**config.mk**
```make
export PLATFORM = sky130hd
export DESIGN_NAME = vector_keyframe_track_sampler_unit
export DESIGN_NICKNAME = d
export VERILOG_FILES = /design/src/rtl/vkts_pkg.sv /design/src/rtl/vector_keyframe_track_sampler_unit.sv /design/src/rtl/vkts_ram.sv /design/src/rtl/vkts_front.sv /design/src/rtl/vkts_back.sv
export SDC_FILE = /design/constraint.sdc
export NUM_CORES = 2
export LEC_CHECK = 0
export BUFFER_PORTS_ARGS = -buffer_cell sky130_fd_sc_hd__buf_2
export CORE_MARGIN = 2
export CORE_UTILIZATION = 35
export CTS_CLUSTER_SIZE = 40
export DETAILED_ROUTE_END_ITERATION = 10
export GPL_TIMING_DRIVEN = 0
export PLACE_DENSITY = 0.51
export SLEW_MARGIN = 20
export SYNTH_ARGS = -nofsm -noshare
export SYNTH_HDL_FRONTEND = slang
export SYNTH_SLANG_ARGS = --single-unit
```
**constraint.sdc**
```tcl
create_clock -name clk -period 25.1 [get_ports clk]
set_input_delay 2.51 -clock clk [delete_from_list [all_inputs] [get_ports clk]]
set_output_delay 2.51 -clock clk [all_outputs]
set_load 0.005 [all_outputs]
```
**src/rtl/vkts_pkg.sv**
```systemverilog
// shared types and codes for the keyframe track sampler
package vkts_pkg;

  localparam logic [1:0] CMD_CLEAR  = 2'd0;
  localparam logic [1:0] CMD_APPEND = 2'd1;

  localparam logic [1:0] ST_SAMPLED = 2'd0;
  localparam logic [1:0] ST_STORED  = 2'd1;
  localparam logic [1:0] ST_FULL    = 2'd2;
  localparam logic [1:0] ST_CLEARED = 2'd3;

  localparam int CFG_DEF_X = 0;
  localparam int CFG_DEF_Y = 1;
  localparam int CFG_DEF_Z = 2;

  // key entry packing: time, x, y, z
  localparam int KEY_W = 128;

  typedef enum logic [1:0] {
    K_CLEAR,
    K_APPEND,
    K_SAMPLE
  } kind_t;

  typedef struct packed {
    kind_t       kind;
    logic [31:0] time_value;
    logic [31:0] value_x;
    logic [31:0] value_y;
    logic [31:0] value_z;
  } item_t;

  typedef struct packed {
    logic  valid;
    item_t item;
  } head_t;

endpackage

```
**src/rtl/vector_keyframe_track_sampler_unit.sv**
```systemverilog
// top level of the keyframe track sampler with linear interpolation
// Commands enter through a two-entry queue; busy is high while it is full.
// Each command gives one result, shown for one cycle with out_valid, which
// the receiver must take as it comes. The result of a clear or append is
// registered in the cycle after it leaves the queue. A sample walks the
// stored keys through the key memory's single read port; unless it lies at
// or past the last key, it runs a bit-serial divide (when the fraction is
// strictly between zero and one) and three passes of one shared multiplier.
// Writes to default_x/y/z must go in while idle; the block does not check.
module vector_keyframe_track_sampler_unit #(
  parameter int MAX_KEYS      = 16,
  parameter int FRACTION_BITS = 16
) (
  input  logic        clk,
  input  logic        rst_n,
  input  logic        start,
  output logic        busy,
  input  logic [1:0]  in_command,
  input  logic [31:0] in_time_value,
  input  logic [31:0] in_value_x,
  input  logic [31:0] in_value_y,
  input  logic [31:0] in_value_z,
  output logic        out_valid,
  output logic [31:0] out_x,
  output logic [31:0] out_y,
  output logic [31:0] out_z,
  output logic [1:0]  out_status,
  input  logic        cfg_we,
  input  logic [1:0]  cfg_index,
  input  logic [31:0] cfg_data
);

  logic [31:0]     def_x_r, def_y_r, def_z_r;
  vkts_pkg::head_t head;
  logic            pop;

  always_ff @(posedge clk) begin
    if (!rst_n) begin
      def_x_r <= '0;
      def_y_r <= '0;
      def_z_r <= '0;
    end else if (cfg_we) begin
      case (cfg_index)
        2'(vkts_pkg::CFG_DEF_X): def_x_r <= cfg_data;
        2'(vkts_pkg::CFG_DEF_Y): def_y_r <= cfg_data;
        2'(vkts_pkg::CFG_DEF_Z): def_z_r <= cfg_data;
        default: ;
      endcase
    end
  end

  vkts_front u_front (
    .clk        (clk),
    .rst_n      (rst_n),
    .start      (start),
    .command    (in_command),
    .time_value (in_time_value),
    .value_x    (in_value_x),
    .value_y    (in_value_y),
    .value_z    (in_value_z),
    .busy       (busy),
    .pop        (pop),
    .head       (head)
  );

  vkts_back #(
    .MAX_KEYS      (MAX_KEYS),
    .FRACTION_BITS (FRACTION_BITS)
  ) u_back (
    .clk        (clk),
    .rst_n      (rst_n),
    .head       (head),
    .pop        (pop),
    .def_x      (def_x_r),
    .def_y      (def_y_r),
    .def_z      (def_z_r),
    .out_valid  (out_valid),
    .out_x      (out_x),
    .out_y      (out_y),
    .out_z      (out_z),
    .out_status (out_status)
  );

endmodule

```
**src/rtl/vkts_ram.sv**
```systemverilog
// generic single write, single read ram with registered read
module vkts_ram #(
  parameter int WIDTH = 128,
  parameter int DEPTH = 16
) (
  input  logic                     clk,
  input  logic                     we,
  input  logic [$clog2(DEPTH)-1:0] waddr,
  input  logic [WIDTH-1:0]         wdata,
  input  logic [$clog2(DEPTH)-1:0] raddr,
  output logic [WIDTH-1:0]         rdata
);

  logic [WIDTH-1:0] mem_r [DEPTH];
  logic [WIDTH-1:0] rdata_r;

  always_ff @(posedge clk) begin
    if (we) begin
      mem_r[waddr] <= wdata;
    end
    rdata_r <= mem_r[raddr];
  end

  assign rdata = rdata_r;

endmodule

```
**src/rtl/vkts_front.sv**
```systemverilog
// command intake: decode and two-entry queue towards the execution side
module vkts_front (
  input  logic                 clk,
  input  logic                 rst_n,
  input  logic                 start,
  input  logic [1:0]           command,
  input  logic [31:0]          time_value,
  input  logic [31:0]          value_x,
  input  logic [31:0]          value_y,
  input  logic [31:0]          value_z,
  output logic                 busy,
  input  logic                 pop,
  output vkts_pkg::head_t      head
);

  vkts_pkg::item_t q_r [2];
  logic            wptr_r, rptr_r;
  logic [1:0]      cnt_r;
  vkts_pkg::item_t in_item;
  logic            push, do_pop;

  always_comb begin
    in_item.time_value = time_value;
    in_item.value_x    = value_x;
    in_item.value_y    = value_y;
    in_item.value_z    = value_z;
    // unused code 3 behaves as a sample
    if (command[1]) begin
      in_item.kind = vkts_pkg::K_SAMPLE;
    end else if (command == vkts_pkg::CMD_APPEND) begin
      in_item.kind = vkts_pkg::K_APPEND;
    end else begin
      in_item.kind = vkts_pkg::K_CLEAR;
    end
  end

  assign busy   = (cnt_r == 2'd2);
  assign push   = start && !busy;
  assign do_pop = pop && (cnt_r != 2'd0);

  always_ff @(posedge clk) begin
    if (push) begin
      q_r[wptr_r] <= in_item;
    end
    if (!rst_n) begin
      wptr_r <= 1'b0;
      rptr_r <= 1'b0;
      cnt_r  <= 2'd0;
    end else begin
      if (push) begin
        wptr_r <= ~wptr_r;
      end
      if (do_pop) begin
        rptr_r <= ~rptr_r;
      end
      cnt_r <= cnt_r + 2'(push) - 2'(do_pop);
    end
  end

  assign head.valid = (cnt_r != 2'd0);
  assign head.item  = q_r[rptr_r];

endmodule

```
**src/rtl/vkts_back.sv**
```systemverilog
// execution side: key store, scan, serial divide and interpolation
module vkts_back #(
  parameter int MAX_KEYS      = 16,
  parameter int FRACTION_BITS = 16
) (
  input  logic            clk,
  input  logic            rst_n,
  input  vkts_pkg::head_t head,
  output logic            pop,
  input  logic [31:0]     def_x,
  input  logic [31:0]     def_y,
  input  logic [31:0]     def_z,
  output logic            out_valid,
  output logic [31:0]     out_x,
  output logic [31:0]     out_y,
  output logic [31:0]     out_z,
  output logic [1:0]      out_status
);

  localparam int AW  = $clog2(MAX_KEYS);
  localparam int CW  = $clog2(MAX_KEYS + 1);
  localparam int FB  = FRACTION_BITS;
  localparam int DCW = $clog2(FB + 1);
  localparam int PW  = 34 + FB;
  localparam int KW  = vkts_pkg::KEY_W;

  typedef enum logic [2:0] {
    S_IDLE, S_ISSUE, S_CHECK, S_FRAC, S_DIV, S_MUL, S_ACC
  } state_t;

  state_t               state_r;
  logic [CW-1:0]        count_r;
  logic [AW-1:0]        idx_r;
  logic [31:0]          t_r;
  logic [KW-1:0]        prev_r, cur_r;
  logic [32:0]          rem_r;
  logic [31:0]          den_r;
  logic [FB-1:0]        q_r;
  logic [FB:0]          f_r;
  logic [DCW-1:0]       dcnt_r;
  logic [1:0]           comp_r;
  logic signed [PW-1:0] prod_r;
  logic [31:0]          res_x_r, res_y_r;
  logic                 out_valid_r;
  logic [31:0]          out_x_r, out_y_r, out_z_r;
  logic [1:0]           out_status_r;

  logic          ram_we;
  logic [AW-1:0] ram_raddr;
  logic [KW-1:0] ram_wdata, rdata;
  logic          full;

  vkts_ram #(.WIDTH(KW), .DEPTH(MAX_KEYS)) u_keys (
    .clk   (clk),
    .we    (ram_we),
    .waddr (count_r[AW-1:0]),
    .wdata (ram_wdata),
    .raddr (ram_raddr),
    .rdata (rdata)
  );

  assign full      = (count_r == CW'(MAX_KEYS));
  assign pop       = (state_r == S_IDLE) && head.valid;
  assign ram_we    = pop && (head.item.kind == vkts_pkg::K_APPEND) && !full;
  assign ram_wdata = {head.item.time_value, head.item.value_x,
                      head.item.value_y, head.item.value_z};
  assign ram_raddr = idx_r;

  // fraction operands
  logic signed [32:0] num, den;
  logic [31:0]        an, ad;
  always_comb begin
    num = $signed({1'b0, t_r}) - $signed({1'b0, prev_r[127:96]});
    den = $signed({1'b0, cur_r[127:96]}) - $signed({1'b0, prev_r[127:96]});
    an  = num[32] ? 32'(-num) : num[31:0];
    ad  = den[32] ? 32'(-den) : den[31:0];
  end

  // divider step
  logic [32:0] r2;
  logic        qbit;
  assign r2   = {rem_r[31:0], 1'b0};
  assign qbit = (r2 >= {1'b0, den_r});

  // component select for the shared multiplier
  logic [31:0]          ca, cb;
  logic signed [32:0]   dd;
  logic signed [PW-1:0] de, fe, prod_sh;
  logic [31:0]          sum;
  always_comb begin
    case (comp_r)
      2'd0:    begin ca = prev_r[95:64]; cb = cur_r[95:64]; end
      2'd1:    begin ca = prev_r[63:32]; cb = cur_r[63:32]; end
      default: begin ca = prev_r[31:0];  cb = cur_r[31:0];  end
    endcase
    dd      = $signed({cb[31], cb}) - $signed({ca[31], ca});
    de      = PW'(dd);
    fe      = $signed(PW'(f_r));
    // arithmetic shift gives floor division
    prod_sh = prod_r >>> FB;
    sum     = ca + prod_sh[31:0];
  end

  always_ff @(posedge clk) begin
    out_valid_r <= 1'b0;
    if (!rst_n) begin
      state_r     <= S_IDLE;
      count_r     <= '0;
      out_valid_r <= 1'b0;
    end else begin
      case (state_r)
        S_IDLE: begin
          if (head.valid) begin
            out_x_r <= '0;
            out_y_r <= '0;
            out_z_r <= '0;
            t_r     <= head.item.time_value;
            case (head.item.kind)
              vkts_pkg::K_CLEAR: begin
                count_r      <= '0;
                out_status_r <= vkts_pkg::ST_CLEARED;
                out_valid_r  <= 1'b1;
              end
              vkts_pkg::K_APPEND: begin
                if (full) begin
                  out_status_r <= vkts_pkg::ST_FULL;
                end else begin
                  count_r      <= count_r + CW'(1);
                  out_status_r <= vkts_pkg::ST_STORED;
                end
                out_valid_r <= 1'b1;
              end
              default: begin
                out_status_r <= vkts_pkg::ST_SAMPLED;
                if (count_r == '0) begin
                  out_x_r     <= def_x;
                  out_y_r     <= def_y;
                  out_z_r     <= def_z;
                  out_valid_r <= 1'b1;
                end else begin
                  idx_r   <= '0;
                  state_r <= S_ISSUE;
                end
              end
            endcase
          end
        end
        S_ISSUE: begin
          state_r <= S_CHECK;
        end
        S_CHECK: begin
          if (idx_r != '0 && t_r < rdata[127:96]) begin
            cur_r   <= rdata;
            state_r <= S_FRAC;
          end else if (CW'(idx_r) == count_r - CW'(1)) begin
            // past the last key
            out_x_r     <= rdata[95:64];
            out_y_r     <= rdata[63:32];
            out_z_r     <= rdata[31:0];
            out_valid_r <= 1'b1;
            state_r     <= S_IDLE;
          end else begin
            prev_r  <= rdata;
            idx_r   <= idx_r + AW'(1);
            state_r <= S_ISSUE;
          end
        end
        S_FRAC: begin
          comp_r <= 2'd0;
          if (num == '0 || den == '0 || num[32] != den[32]) begin
            f_r     <= '0;
            state_r <= S_MUL;
          end else if (an >= ad) begin
            f_r     <= (FB + 1)'(1) << FB;
            state_r <= S_MUL;
          end else begin
            rem_r   <= {1'b0, an};
            den_r   <= ad;
            dcnt_r  <= '0;
            state_r <= S_DIV;
          end
        end
        S_DIV: begin
          rem_r  <= qbit ? (r2 - {1'b0, den_r}) : r2;
          q_r    <= {q_r[FB-2:0], qbit};
          dcnt_r <= dcnt_r + DCW'(1);
          if (dcnt_r == DCW'(FB - 1)) begin
            f_r     <= {1'b0, q_r[FB-2:0], qbit};
            state_r <= S_MUL;
          end
        end
        S_MUL: begin
          prod_r  <= de * fe;
          state_r <= S_ACC;
        end
        S_ACC: begin
          comp_r <= comp_r + 2'd1;
          case (comp_r)
            2'd0: begin
              res_x_r <= sum;
              state_r <= S_MUL;
            end
            2'd1: begin
              res_y_r <= sum;
              state_r <= S_MUL;
            end
            default: begin
              out_x_r     <= res_x_r;
              out_y_r     <= res_y_r;
              out_z_r     <= sum;
              out_valid_r <= 1'b1;
              state_r     <= S_IDLE;
            end
          endcase
        end
        default: state_r <= S_IDLE;
      endcase
    end
  end

  assign out_valid  = out_valid_r;
  assign out_x      = out_x_r;
  assign out_y      = out_y_r;
  assign out_z      = out_z_r;
  assign out_status = out_status_r;

endmodule

```
==> run metrics <==
global-route wire length before repair=616,000 um; ranking of synthesized cells by area=edfxtp_1, mux4_2, fa_1, dfxtp_1, ha_1; DRT Wirelength=437,000 um; # rows=around 240; clk sinks=approximately 3,100; status=finished, final reports clean; Hold Crit Class=flop to flop; CP startpoint kind=flop; grt ovf=0; CTS Buf Count=roughly 340; Hold Vio Cnt, Final=0; WS Path Type=flop to flop; Via density=between 5 and 6; Max-Cap Viols=0; clock latency on the worst-skew pair=between 900 and 1000 ps; Leakage=between 50 and 60 nW; CTS resizes=0; Iter 0 DRT Violations=about 7,600; DRT Pass-1 Iters=9; pwr dens=about 78 mW/mm^2; crit share post-route=0.538; Post-Syn Area=approximately 0.14 sq mm; vias in the first global route=~83,000; Post-Synthesis Cells=between 8,000 and 9,000; DRC errors left=0; Final Setup Violations=0; Antenna Violating Nets Remaining=0; top-area cell type share of the netlist area=0.605; initial core utilization=0.351; fraction of layout instances using a drive strength above 1=0.184; Hold Buf Count CTS=0; syn avg cell area=16.3 sq um; Slew Limit Fails=0; Worst Skew=42.5 ps; f_max=about 74 MHz; port buffer count=~270; synth warn=0; Req. time, crit path=around 26,000 ps; CTS clk-pin slew, worst paths=approximately 60 ps; antenna violations before repair=80; Final Non-Filler Cells=between 15,000 and 20,000; Root Driver=clkbuf_16; Placed Cells=14,651; final instance area=0.166 sq mm; setup TNS=0 ps; Worst-Margin Slew=between 1000 and 1500 ps; worst slew margin relative to its limit=0.162; arrival time worst endpoint=between 10,000 and 15,000 ps; core area=a little over 0.4 sq mm; cell mode on critical path=fa_1; H-tree depth=5; max incr delay on CP=840 ps; DR vias=roughly 80,000; commonest non-fill, non-tap cells in the layout=edfxtp_1, inv_1, nand2_1; CP max-delay cell=xor2_1; Die W=about 640 um; gr usage total=0.208; EDFF count, synth=2,897; RSZ-0062 raised after global routing=false; Post-DP HPWL=approximately 320,000 um; DR WL/cell=between 20 and 30 um; commonest non-fill, non-tap cell in the layout=edfxtp_1; syn_nets=approximately 9,800; synthesis-stage register bit count=3,135; Area Overhead vs Synth=15.4%; Max clock buf depth=4; Final nets=around 11,000; I/O pins=268; Period minus WS final=~13,000 ps; Most used DFF post-synth=edfxtp_1; die area=between 0.4 and 0.5 sq mm; fraction of registers with async set/reset=0; Worst Path Max Fanout=10; CP endpoint kind=flop; area post-placement=0.155 sq mm; Setup Fix Bufs, Post-CTS=0; Peak VDD IR=59.4 uV; DIE HEIGHT=between 600 and 700 um; CTS tree=built; post-synthesis sequential area ratio=0.638; Cell variety after synth=94; largest net degree at the start of global routing=45; Placer Congestion=just over 0.9; cell accounting for the most synthesized area=edfxtp_1
## per-layer routing
layer | global-route usage | vias up | wire (um)
li1 | - | 34407 | -
met1 | 0.270 | 42446 | 178000
met4 | 0.0849 | 16 | 19200
met3 | 0.0253 | 614 | 24200
met2 | 0.353 | 2703 | 215000
met5 | 0 | - | 88
## kinds of logic after synthesis
logic type               after synthesis  share of synthesized area
AO/OA/AOI/OAI                        965                     0.0478
AND/OR/NAND/NOR                     1542                     0.0521
adder cells (fa/ha/maj)              865                      0.102
buffers and inverters               1272                     0.0332
multiplexers                         777                      0.111
flip-flops                          3135                      0.638
XOR/XNOR                             248                     0.0151
## per-stage QoR
step / setup WS [ps] / hold slack, ps / total power [mW] / utilization
2_1_floorplan: 6180 / 417 / 7.39 / -
3_3_place_gp: -4250 / 422 / 8.12 / 0.371
3_5_place_dp: 11400 / 430 / 8.16 / 0.378
4_1_cts: 11340 / 438 / 13.1 / 0.405
5_1_grt: 10650 / 443 / 13.4 / 0.405
6_report: 11610 / 434 / 12.9 / 0.405
## area by class of cell
class / instances / area (sq um)
clock buffer: 458 / 9320
clock inverter: 168 / 1570
inverter: 906 / 3400
multi-input combinational: 4397 / 47400
tap: 5451 / 6820
buffer: 366 / 1470
fill: 37202 / 243000
timing repair buffer: 398 / 3980
antenna: 48 / 120
sequential: 3135 / 91800
## critical path, delay by kind of cell (launching register included)
family / cells / cell delay, ps
XOR/XNOR: 3 / 1140
AND/OR/NAND/NOR: 5 / 1510
flip-flops: 1 / 390
buffers and inverters: 9 / 2540
AO/OA/AOI/OAI: 15 / 3700
adder cells (fa/ha/maj): 9 / 3900
## state kept, by name, summed over array words and instances (netlist names), 3 cells and up, named ones only
| signal | cells |
|---|---|
| def_x_r | 32 |
| def_y_r | 32 |
| def_z_r | 32 |
| u_back.count_r | 5 |
| u_back.cur_r | 128 |
| u_back.dcnt_r | 5 |
| u_back.den_r | 32 |
| u_back.f_r | 17 |
| u_back.idx_r | 4 |
| u_back.out_x | 32 |
| u_back.out_y | 32 |
| u_back.out_z | 32 |
| u_back.prev_r | 128 |
| u_back.prod_r | 32 |
| u_back.q_r | 15 |
| u_back.rem_r | 32 |
| u_back.res_x_r | 32 |
| u_back.res_y_r | 32 |
| u_back.state_r | 3 |
| u_back.t_r | 32 |
| u_back.u_keys.mem_r | 2048 |
| u_back.u_keys.rdata | 128 |
| u_front.q_r | 260 |
## final timing paths
| check | slack [ps] | start | endpoint | cells past startpoint |
|---|---|---|---|---|
| max | 11610 | u_back.comp_r[0] | u_back.prod_r[47] | 41 |
| min | 430 | u_back.q_r[4] | u_back.q_r[5] | 0 |
| max reg2reg | 11610 | u_back.comp_r[0] | u_back.prod_r[47] | 41 |
| min reg2reg | 430 | u_back.q_r[4] | u_back.q_r[5] | 0 |
## cell usage after synthesis, drive strengths merged (44+ instances only)
master and n:
clkbuf 316, xor2 89, nor2 179, buf 50
fa 519, dfxtp 238, mux2 134, nor3 54
a21boi 101, nor2b 45, edfxtp 2897, a21o 133
inv 906, a222oi 77, mux4 640, o21ai 120
xnor2 159, and2 341, ha 346, nand3 44
a21oi 202, a22oi 49, nand2 699
## where the power goes
| group | internal, mW | switching [mW] | total [mW] |
|---|---|---|---|
| Combinational | 0.519 | 1.10 | 1.62 |
| Sequential | 6.28 | 0.134 | 6.41 |
| Clock | 2.82 | 2.08 | 4.90 |
No activity file was read; power rests on OpenSTA's default activity.
